[config.mk]
export PLATFORM = sky130hd
export DESIGN_NAME = wfe_thr_lane
export DESIGN_NICKNAME = d
export VERILOG_FILES = /design/src/rtl/assert_macros.svh /design/src/rtl/wfe_pkg.sv /design/src/rtl/wfe_thr_lane.sv
export SDC_FILE = /design/constraint.sdc
export NUM_CORES = 1
export LEC_CHECK = 0
export ABC_AREA = 1
export BUFFER_PORTS_ARGS = -buffer_cell sky130_fd_sc_hd__buf_2
export CAP_MARGIN = 20
export CORE_MARGIN = 2
export CORE_UTILIZATION = 51
export CTS_BUF_LIST = sky130_fd_sc_hd__clkbuf_16
export DETAILED_ROUTE_END_ITERATION = 10
export MAX_ROUTING_LAYER = met4
export PLACE_DENSITY = 0.76
export SLEW_MARGIN = 20
export SYNTH_ARGS = -nofsm -noshare
export SYNTH_HDL_FRONTEND = slang
export SYNTH_SLANG_ARGS = --single-unit
[constraint.sdc]
create_clock -name clock -period 2.7 [get_ports clock]
set_clock_uncertainty 0.05 [all_clocks]
set_input_delay 0 -clock clock [delete_from_list [all_inputs] [get_ports clock]]
set_output_delay 0 -clock clock [all_outputs]
set_load 0.02 [all_outputs]
[src/rtl/assert_macros.svh]
// Assertion macros used by the top level of the waveform feature extractor.
`ifndef ASSERT_MACROS_SVH
`define ASSERT_MACROS_SVH

// Same-cycle implication, disabled while reset is high.
`define ASSERT_SAME(label, clk, rst, ante, cons) \
   label: assert property (@(posedge clk) disable iff (rst) (ante) |-> (cons)) \
      else $error("assertion failed: same-cycle implication");

// Next-cycle implication, disabled while reset is high.
`define ASSERT_NEXT(label, clk, rst, ante, cons) \
   label: assert property (@(posedge clk) disable iff (rst) (ante) |=> (cons)) \
      else $error("assertion failed: next-cycle implication");

`endif

[src/rtl/wfe_pkg.sv]
// Shared constants, types and helpers of the waveform feature extractor.
package wfe_pkg;

   // Defaults of the top-level parameters
   localparam int NUM_THRESHOLDS_DEF = 5;
   localparam int MAX_WINDOW_DEF     = 32;
   localparam int MAX_SAMPLES_DEF    = 512;

   // Field widths
   localparam int SAMPLE_W   = 12;
   localparam int THR_W      = 16;
   localparam int LEN_CFG_W  = 6;
   localparam int CSR_DATA_W = 16;
   localparam int CNT_W      = 9;
   localparam int TIDX_W     = 3;
   localparam int PEAK_W     = 11;
   localparam int PWS_W      = 16;
   localparam int POS_W      = 9;
   localparam int ACC_W      = 26;

   localparam int LEN_RESET = 10;
   localparam int POS_MAX   = 511;

   localparam logic [CNT_W-1:0] CNT_MAX = '1;

   // Register indexes
   localparam int REG_WINDOW_LENGTH = 0;
   localparam int REG_THRESHOLD_0   = 1;

   // Hysteresis states
   localparam logic [1:0] HY_NEITHER = 2'd0;
   localparam logic [1:0] HY_HIGH    = 2'd1;
   localparam logic [1:0] HY_LOW     = 2'd2;

   // Per-sample control handed to each threshold lane
   typedef struct packed {
      logic step;   // an item updates the state this cycle
      logic clear;  // the item is the last of the waveform
      logic full;   // the window holds window_length samples
   } lane_ctl_type;

   // Counters of one threshold lane
   typedef struct packed {
      logic [CNT_W-1:0] crossing;
      logic [CNT_W-1:0] above;
   } lane_cnt_type;

   function automatic logic [CNT_W-1:0] sat_inc(input logic [CNT_W-1:0] c);
      return (c == CNT_MAX) ? c : c + 1'b1;
   endfunction

endpackage

[src/rtl/wfe_thr_lane.sv]
// One threshold lane: hysteresis crossing counter and above-threshold window counter.
module wfe_thr_lane import wfe_pkg::*; #(
   parameter int SUM_W = SAMPLE_W + 5
) (
   input  logic                       clock,
   input  logic                       reset,
   input  lane_ctl_type               ctl,
   input  logic signed [SAMPLE_W-1:0] sample,
   input  logic signed [SUM_W-1:0]    win_sum,
   input  logic [THR_W-1:0]           threshold,
   output lane_cnt_type               cnt_next
);

   localparam int HY_W  = THR_W + 2;
   localparam int CMP_W = (SUM_W > THR_W + 1) ? SUM_W : THR_W + 1;

   logic [1:0]               hy_ff;
   logic [1:0]               hy_in;
   lane_cnt_type             cnt_ff;
   logic                     cross_inc;
   logic signed [HY_W-1:0]   s_ext;
   logic signed [HY_W-1:0]   t_ext;
   logic signed [CMP_W-1:0]  win_ext;
   logic signed [CMP_W-1:0]  thr_cmp;
   logic                     hi;
   logic                     lo;
   logic                     above;

   // Compare the sample against +thr and -thr, the window sum against thr
   assign s_ext   = HY_W'(sample);
   assign t_ext   = HY_W'(threshold);
   assign win_ext = CMP_W'(win_sum);
   assign thr_cmp = CMP_W'(threshold);
   assign hi      = s_ext > t_ext;
   assign lo      = s_ext < -t_ext;
   assign above   = ctl.full && (win_ext > thr_cmp);

   // Advance the hysteresis state, flag a crossing on high/low swaps
   always_comb begin
      hy_in     = hy_ff;
      cross_inc = 1'b0;
      unique case (hy_ff)
         HY_NEITHER: begin
            if (hi) begin
               hy_in = HY_HIGH;
            end else if (lo) begin
               hy_in = HY_LOW;
            end
         end
         HY_HIGH: begin
            if (lo) begin
               hy_in     = HY_LOW;
               cross_inc = 1'b1;
            end
         end
         default: begin
            if (hi) begin
               hy_in     = HY_HIGH;
               cross_inc = 1'b1;
            end
         end
      endcase
   end

   assign cnt_next.crossing = cross_inc ? sat_inc(cnt_ff.crossing) : cnt_ff.crossing;
   assign cnt_next.above    = above ? sat_inc(cnt_ff.above) : cnt_ff.above;

   // Hold the lane state; drop it at the end of a waveform
   always_ff @(posedge clock) begin
      if (reset) begin
         hy_ff  <= HY_NEITHER;
         cnt_ff <= '0;
      end else if (ctl.step) begin
         if (ctl.clear) begin
            hy_ff  <= HY_NEITHER;
            cnt_ff <= '0;
         end else begin
            hy_ff  <= hy_in;
            cnt_ff <= cnt_next;
         end
      end
   end

endmodule

== Yosys cells after proc, flatten, opt, wreduce, memory -nomap -nowiden ==
Cells that the tools add are included.
Word-level totals
  register bits: 20
  input port bits: 50
  output and inout port bits: 18
  word-level logic and storage cells: 29
Cells by class
  add/sub/neg operators: 3
  order comparisons: 3
  equality and inequality tests: 3
  multiplexer cells: 13
  reduce and logical (&&, ||, !) cells: 4
Operators by type and width (number)
  2-to-1 mux 9 bit: 4
  adder 9 x 1 -> 9 bit (second input constant): 2
  == test 9 bit (second input constant): 2
  < comparator 12 x 18 -> 1 bit: 1
  2-to-1 mux 18 bit: 1
  negator 16 -> 18 bit: 1
  greater-than comparator 12 x 17 -> 1 bit: 1
  greater-than comparator 17 bit: 1
  2-to-1 mux 2 bit: 4
  one-hot mux 2 bit (2 select lines): 1
  nonzero test 4 bit: 1
  == test 2 x 1 -> 1 bit (second input constant): 1
  zero test 2 bit: 1
  2-to-1 mux 1 bit: 2
  one-hot mux 1 bit (2 select lines): 1
  AND reduction 2 bit: 1
  logical AND 1 bit: 1

== Longest topological paths before layout ==
Gate-level depths: netlist of run 1.
  word-level depth: 6
  gate-level depth with buffers: 27
  mapped depth without buffers: 27

== Least setup slack after synthesis of run 1 ==
Ideal clock, no wire load.
  path type: input to register
  start point: input port threshold[0]
  end point: register cnt_ff[11] in the netlist's numbering
  setup time: 0.139 ns
  arrival: 2.491 ns
  data required time: 2.511 ns
  setup slack: 0.020 ns
  stages on the path: 19
  path buffers: 0
  path through: nor3_1 -> nand2_1 -> nor3_2 -> nand4_1 -> nor2_1 -> nand4_1 -> nor2_1 -> ha_1 -> a21o_1 -> nor2_1 -> nand2_1 -> nor2_2 -> nand3_2 -> nand3_4 -> nand3_4 -> nand2_2 -> nand2_2 -> nand2_2 -> a21oi_2
RTL lines
  start: declaration: line wfe_thr_lane.sv:10  | input logic [THR_W-1:0] threshold,
  end signal: assignment: line wfe_thr_lane.sv:79  | cnt_ff <= cnt_next;
  end: declaration: line wfe_thr_lane.sv:19  | lane_cnt_type cnt_ff;

==> flow_summary.yaml, run 1 <==
grt:
  grt_first_pass_wirelength_um: 13080
  grt_pass1_vias: 3034
  globalRouteTotalUtil_pct: 24.77
  grt_max_degree: 21
  antenna_found_initial: 0
  grt_overflow: 0
power:
  switching_share_pct: 32.70
  pwr_density_cell_mw_per_mm2: 286.2
  p_clk_share_pct: 36.8
  power.share.sequential_pct: 26.6
  p_leak_nw: 2.072
  combPwrFrac_pct: 36.5
  power.total_mw: 1.140
  peakVddDrop_mv: 0.3375
  intPower_mw: 0.7673
  switchingPower_mw: 0.3729
critical_path:
  cp-start-kind: "input pin"
  crit_chain: "buf_8 > nor3_4 > nand2_2 > nor3_4 > nand4_1 > nor2_1 > nand2_1 > xor2_2 > ha_1 > nand2_1 > inv_1 > nand2_1 > nand2_1 > nand2_1 > nand2_1 > nor2_2 > nand2_2 > nand2_4 > nand3_4 > buf_12 > nand4_1 > and2_4 > buf_6"
  cpLargestDelayFamily: "simple AND/OR/NAND/NOR gates"
  critPathBufInv: 4
  cp_num_cells: 23
  path_max_fanout: 8
  path_class: "in -> out"
  cpPeakStageDelay_ps: 310
  ff2ff_path_depth: 12
  crit_path_frequent_cell: "nand2_1"
  worstSetupEndpointType: "output pin"
  slowest_stage: "ha_1"
  cp.arrival_ps: 2810
  required_ps: 2650
cells_and_area:
  final_cells: 648
  fill_cells: 546
  seq_area_um2: 400.4
  multi_input_area_mm2: 0.002516
  fin_util_pct: 67.29
  area_growth_syn_to_layout_pct: 28.23
  insertedDiodeCount: 0
  nets: 677
  layout-drive-gt1-share_pct: 27.75
timing:
  period_share_pct: 105.8
  drv_slew: 0
  timing.hold.ws_ps: 42.17
  rsz0062_at_grt: "true"
  slew_headroom_pct: 50.03
  hold_violations: 0
  period_needed_ps: 2856
  tightest_slew_ps: 746.8
  fin_setup_tns_ps: -1039
  finalWorstSetupSlack_ps: -155.6
  max_freq_mhz: 350.2
  setup_viol: 10
route:
  via_count: 3391
  wl_per_cell_um: 12.27
  drc: 2
  vias_per_cell: 5.233
  routed_wl_um: 7953
  drtAntennaViolNets: 0
  drt_iter0_drc: 160
  first_pass_iters: 7
place:
  gp_congestion: 0.9311
  place_inst: 639
  portBuffers: 67
  place.detailed.hpwl_um: 6068
synth:
  synthArstFlopShare_pct: 0
  ys.flop_type: "dfxtp_1"
  synth.ff_latch_count: 20
  synth.cell_area_mm2: 0.003107
  syn_nets: 586
  synth_edf_count: 0
  syn_inst: 483
  seq_area_frac_synth_pct: 12.89
  ys_types: 37
  postSynthAreaPerCell_um2: 6.432
  synth_warnings: 0
worst_hold_path:
  hold_path.class: "in -> reg"
  hold_path_depth: 4
clock_network:
  cts_tree: "yes"
  clkLatencyLatePin_ps: 260
  cts_buffer_depth: 2
  clockRootBuffer: "clkbuf_16"
  cts_hold_buf: 0
  cts-buffers-inserted: 3
  ctsHtreeMaxLevel: 1
  path_clk_slew_ps: 60
  clkSinkCount: 20
die:
  rows: 28
  die_width_um: 82.05
  io_pins: 68
  fp.dieH_um: 82.05
  initial_utilization_pct: 52.47
  core_mm2: 0.005921
  fp.dieArea_mm2: 0.006732
status:
  violations: "DRC, setup timing"
  outcome: "complete, but fails checks"
job:
  maxCapViolCount: 0
## flip-flops by register name, summed over array words and instances, names as in the netlist
register  count
cnt_ff       18
hy_ff         2
## worst register-to-register path, delay by kind of cell, from the launching register on
family                   cells  cell delay (ps)
AND/OR/NAND/NOR              7              840
flip-flops                   1              400
buffers and inverters        2              240
adder cells (fa/ha/maj)      1              200
AO/OA/AOI/OAI                2              130
## power by group through the flow
stage / clock network, mW / registers [mW] / logic, mW
after floorplan: 0 / 0.309 / 0.246
after global placement: 0 / 0.310 / 0.372
after detailed placement: 0 / 0.310 / 0.381
after CTS: 0.423 / 0.303 / 0.401
after global routing: 0.435 / 0.304 / 0.470
final: 0.420 / 0.303 / 0.417
## worst paths after layout
check | start | endpoint | slack [ps]
min reg2reg | cnt_ff[16]$_SDFFE_PP0P_ | cnt_ff[16]$_SDFFE_PP0P_ | 430
max | threshold[0] | cnt_next[10] | -160
max reg2reg | cnt_ff[10]$_SDFFE_PP0P_ | cnt_ff[10]$_SDFFE_PP0P_ | 710
min | ctl[2] | hy_ff[1]$_SDFFE_PP0P_ | 40
## cells in the final DEF, fill, tap and decap left out, types with 11 or more instances in the layout
cell type    n
nor2_1      36
nand3_1     29
dfxtp_1     20
nand4_1     16
inv_1       59
buf_2       56
a21oi_1     27
buf_4       21
nand2_2     22
ha_1        52
xor2_1      18
buf_6       11
nand2_1    120
## metal layers
layer / vias to the layer above / wire (um) / GRT usage [%]
met1: 1554 / 3662 / 31.13
met2: 62 / 3973 / 43.25
met3: 8 / 261 / 2.967
li1: 1767 / - / -
met5: - / 0 / -
met4: 0 / 57 / 3.833
## cells by family after synthesis
logic type               after synthesis  synth area share, %
XOR/XNOR                              19                5.356
AND/OR/NAND/NOR                      258                39.55
AO/OA/AOI/OAI                         57                11.40
adder cells (fa/ha/maj)               53                21.35
buffers and inverters                 76                9.464
flip-flops                            20                12.89
## layout make-up
type / instances / area share, %
multi-input combinational: 388 / 63.16
timing repair buffer: 90 / 14.98
sequential: 20 / 10.05
inverter: 71 / 6.815
tap: 75 / 2.356
clock buffer: 3 / 1.884
clock inverter: 1 / 0.7538
## synthesized netlist by cell type, drive strengths merged, types with 2 or more instances
master / instances / area, um2
nand4: 17 / 112.6
nand2: 143 / 594.3
nor3: 9 / 65.06
nor3b: 2 / 15.01
or2: 2 / 12.52
a21oi: 37 / 219.0
buf: 2 / 16.26
o21bai: 2 / 26.28
inv: 65 / 244.0
xor2: 19 / 166.4
nor2: 42 / 167.7
o21ai: 10 / 50.04
nand3b: 3 / 22.52
nand3: 33 / 195.2
clkbuf: 3 / 11.26
ha: 53 / 663.1
a21o: 5 / 37.54
clkinv: 6 / 22.52
and2: 6 / 37.54
dfxtp: 20 / 400.4
## what timing repair did
action | 4_1_cts | 5_1_grt
setup buffers | 3 | 1
pin swaps | 5 | 18
gates cloned | 1 | 0
resized for setup | 25 | 23
endpoints found under the setup margin | 18 | 19
## per-stage QoR
| stage | worst slack, ps | area [um2] |
|---|---|---|
| after global placement | -268.0 | 3664 |
| after CTS | -100.7 | 3895 |
| after floorplan | 20.15 | 3107 |
| after global routing | -418.2 | 3984 |
| final | -155.6 | 3984 |
| after detailed placement | -365.6 | 3664 |
No activity file was read; power rests on OpenSTA's default activity.
==> run 2, diff against run 1 <==
- ABC_AREA: 1 -> unset
- CORE_UTILIZATION: 51 -> 50
- PLACE_DENSITY: 0.76 -> 0.75
==> run 2 against run 1 <==
Against the previous run:
- the flow finishes with violations (setup timing)
- hold slack better by 59 ps
- synthesized cell count shrank 25%
- wire length grew 9.7%
- clock-buffer cell count unchanged
- sequential share of layout area is 0.13 points lower
- clock power hardly changed
- critical endpoint is now cnt_next[15]
- largest cell class unchanged
==> flow_summary.yaml, run 2 <==
worst_hold_path:
  hold_path.class: "in -> reg"
  hold_path_depth: 2
power:
  p_leak_nw: 1.941
  pwr_density_cell_mw_per_mm2: 274.2
  peakVddDrop_mv: 0.3642
  power.total_mw: 1.107
critical_path:
  worstSetupEndpointType: "output pin"
  path_class: "in -> out"
  ff2ff_path_depth: 6
  critPathLaunch: "threshold[3]"
  path_max_fanout: 6
  rr_startpoint: "cnt_ff[9]$_SDFFE_PP0P_"
  rrSetupSlack_ps: 510
  required_ps: 2650
  cp-endpoint: "cnt_next[15]"
  cp-start-kind: "input pin"
  reg2reg_to: "cnt_ff[13]$_SDFFE_PP0P_"
  cp.arrival_ps: 3300
cells_and_area:
  fill_cells: 439
  fin_area_mm2: 0.004038
  largest_reg_flops: 18
  nets: 579
  area_growth_syn_to_layout_pct: 43.04
  regMostFlops: "cnt_ff"
  final_cells: 547
  insertedDiodeCount: 0
  layout-drive-gt1-share_pct: 36.63
  final_common_cell: "buf_2"
  reg.largest.list: "cnt_ff: 18 flops, hy_ff: 2 flops"
  fin_util_pct: 73.78
  final_cell_mix: "56 x buf_2, 53 x ha_1, 48 x buf_4"
route:
  drt_iter0_drc: 148
  via_count: 3211
  drc: 0
  wl_per_cell_um: 15.95
  drtAntennaViolNets: 0
  vias_per_cell: 5.870
  routed_wl_um: 8724
  first_pass_iters: 5
status:
  outcome: "complete, but fails checks"
  violations: "setup timing"
synth:
  seq_area_frac_synth_pct: 14.18
  synthArstFlopShare_pct: 0
  syn_nets: 465
  syn_inst: 362
  synth.cell_area_mm2: 0.002823
  synth_area_leaders: "ha_1 23%, dfxtp_1 14%, xnor2_1 6.2%"
  synth.ff_latch_count: 20
  yosys-top-cells-count: "53 x ha_1, 27 x nand2_1, 26 x a21oi_1, 26 x inv_1, 25 x nor2_1"
  synth_edf_count: 0
  ys_types: 62
  yosys.area.top_type_share_pct: 23.49
  netlist.top_cell.by_area: "ha_1"
  postSynthAreaPerCell_um2: 7.798
  ys.flop_type: "dfxtp_1"
  synth_warnings: 0
  synth_most_common_cell: "ha_1"
timing:
  hold_violations: 0
  period_needed_ps: 3353
  tightest_slew_ps: 481.1
  setup_viol: 20
  period_share_pct: 124.2
  finalWorstSetupSlack_ps: -653.3
  drv_slew: 0
  rsz0062_at_grt: "true"
  fin_setup_tns_ps: -8977
  slew_headroom_pct: 67.86
  max_freq_mhz: 298.2
die:
  initial_utilization_pct: 51.58
  core_mm2: 0.005473
  fp.dieArea_mm2: 0.006262
  die_width_um: 79.14
  io_pins: 68
  rows: 27
  fp.dieH_um: 79.14
grt:
  grt_overflow: 0
  globalRouteTotalUtil_pct: 28.48
  grt_max_degree: 21
  antenna_found_initial: 0
  met3_usage_pct: 2.841
  top_usage_layer: "met2"
  grtUsageMet2_pct: 50.76
  grt_pass1_vias: 3115
  grt_first_pass_wirelength_um: 14150
  grtUsageMet1_pct: 34.00
clock_network:
  path_clk_slew_ps: 60
  cts-buffers-inserted: 3
  cts_buffer_depth: 2
  clockRootBuffer: "clkbuf_16"
  clkLatencyLatePin_ps: 260
  ctsHtreeMaxLevel: 1
  cts_tree: "yes"
  clkSinkCount: 20
place:
  place.detailed.hpwl_um: 6260
  gp_congestion: 0.8906
  portBuffers: 67
  placed_area_mm2: 0.003591
  place_inst: 523
job:
  maxCapViolCount: 0
[run 2: changes by cell type after synthesis, sizes merged, moves of 7 or more]
cell   change
nand3     -16
xor2      -16
inv       -39
a21oi      -9
and3       +7
xnor2     +20
nand2    -115
nor2      -17
a31oi      +9
[run 2: metrics by stage]
stage | setup slack (ps) | hold WS (ps)
3_5_place_dp | -558.1 | 354.9
5_1_grt | -781.3 | 116.9
4_1_cts | -519.3 | 99.15
3_3_place_gp | -429.1 | 343.3
2_1_floorplan | -217.8 | 188.2
6_report | -653.3 | 101.5
[run 2: kinds of logic (layout without fill, tap and decap cells)]
kind of cell    count (synthesis)  in the layout  synth area share, %
compound gates                 84             85                20.35
xor+xnor                       23             23                7.137
fa+ha+maj                      53             53                23.49
buf+inv                        38            150                5.762
flops                          20             20                14.18
mux                             6              6                2.482
simple gates                  138            138                26.60
[run 2: worst min-delay path by stage]
stage / from / end / slack (ps)
2_1_floorplan: reset / cnt_ff[14]$_SDFFE_PP0P_ / 190
5_1_grt: reset / hy_ff[1]$_SDFFE_PP0P_ / 120
4_1_cts: reset / cnt_ff[0]$_SDFFE_PP0P_ / 100
3_5_place_dp: reset / cnt_ff[0]$_SDFFE_PP0P_ / 350
3_3_place_gp: reset / cnt_ff[1]$_SDFFE_PP0P_ / 340
6_report: reset / cnt_ff[0]$_SDFFE_PP0P_ / 100
[run 2: area by class of cell]
type | count | area, um2 | area share [%]
tap | 72 | 90.09 | 2.231
inverter | 27 | 105.1 | 2.603
sequential | 20 | 400.4 | 9.916
clock inverter | 1 | 30.03 | 0.7437
multi-input combinational | 305 | 2527 | 62.60
timing repair buffer | 119 | 809.5 | 20.05
clock buffer | 3 | 75.07 | 1.859
[run 2: power by group]
| part | internal, mW | switching [mW] |
|---|---|---|
| logic | 0.182 | 0.210 |
| registers | 0.297 | 0.00265 |
| clock network | 0.295 | 0.122 |
[run 2: layer usage]
metal	routed length [um]	up-vias	share of wire, %
li1	-	1582	-
met1	3763	1518	43
met2	4464	96	51
met3	354	15	4.1
met4	141	0	1.6
met5	0	-	0
[run 2: worst max-delay path: stages]
cell,delay (ps)
buf_6,90
clkinvlp_4,60
nand4_1,140
or3_4,400
nor4_4,210
nand2_2,140
buf_6,150
xnor2_2,120
ha_1,300
nand4_1,130
o41ai_2,370
mux2i_2,350
a22o_4,300
nand2_4,80
mux2_4,320
buf_6,130
[run 2: what timing repair did]
action,in CTS,in global routing
hold buffers,0,0
buffers inserted,15,6
gates cloned,1,0
endpoints found under the hold margin,0,0
pin swaps,7,12
endpoints found under the setup margin,19,23
resized for setup,25,22
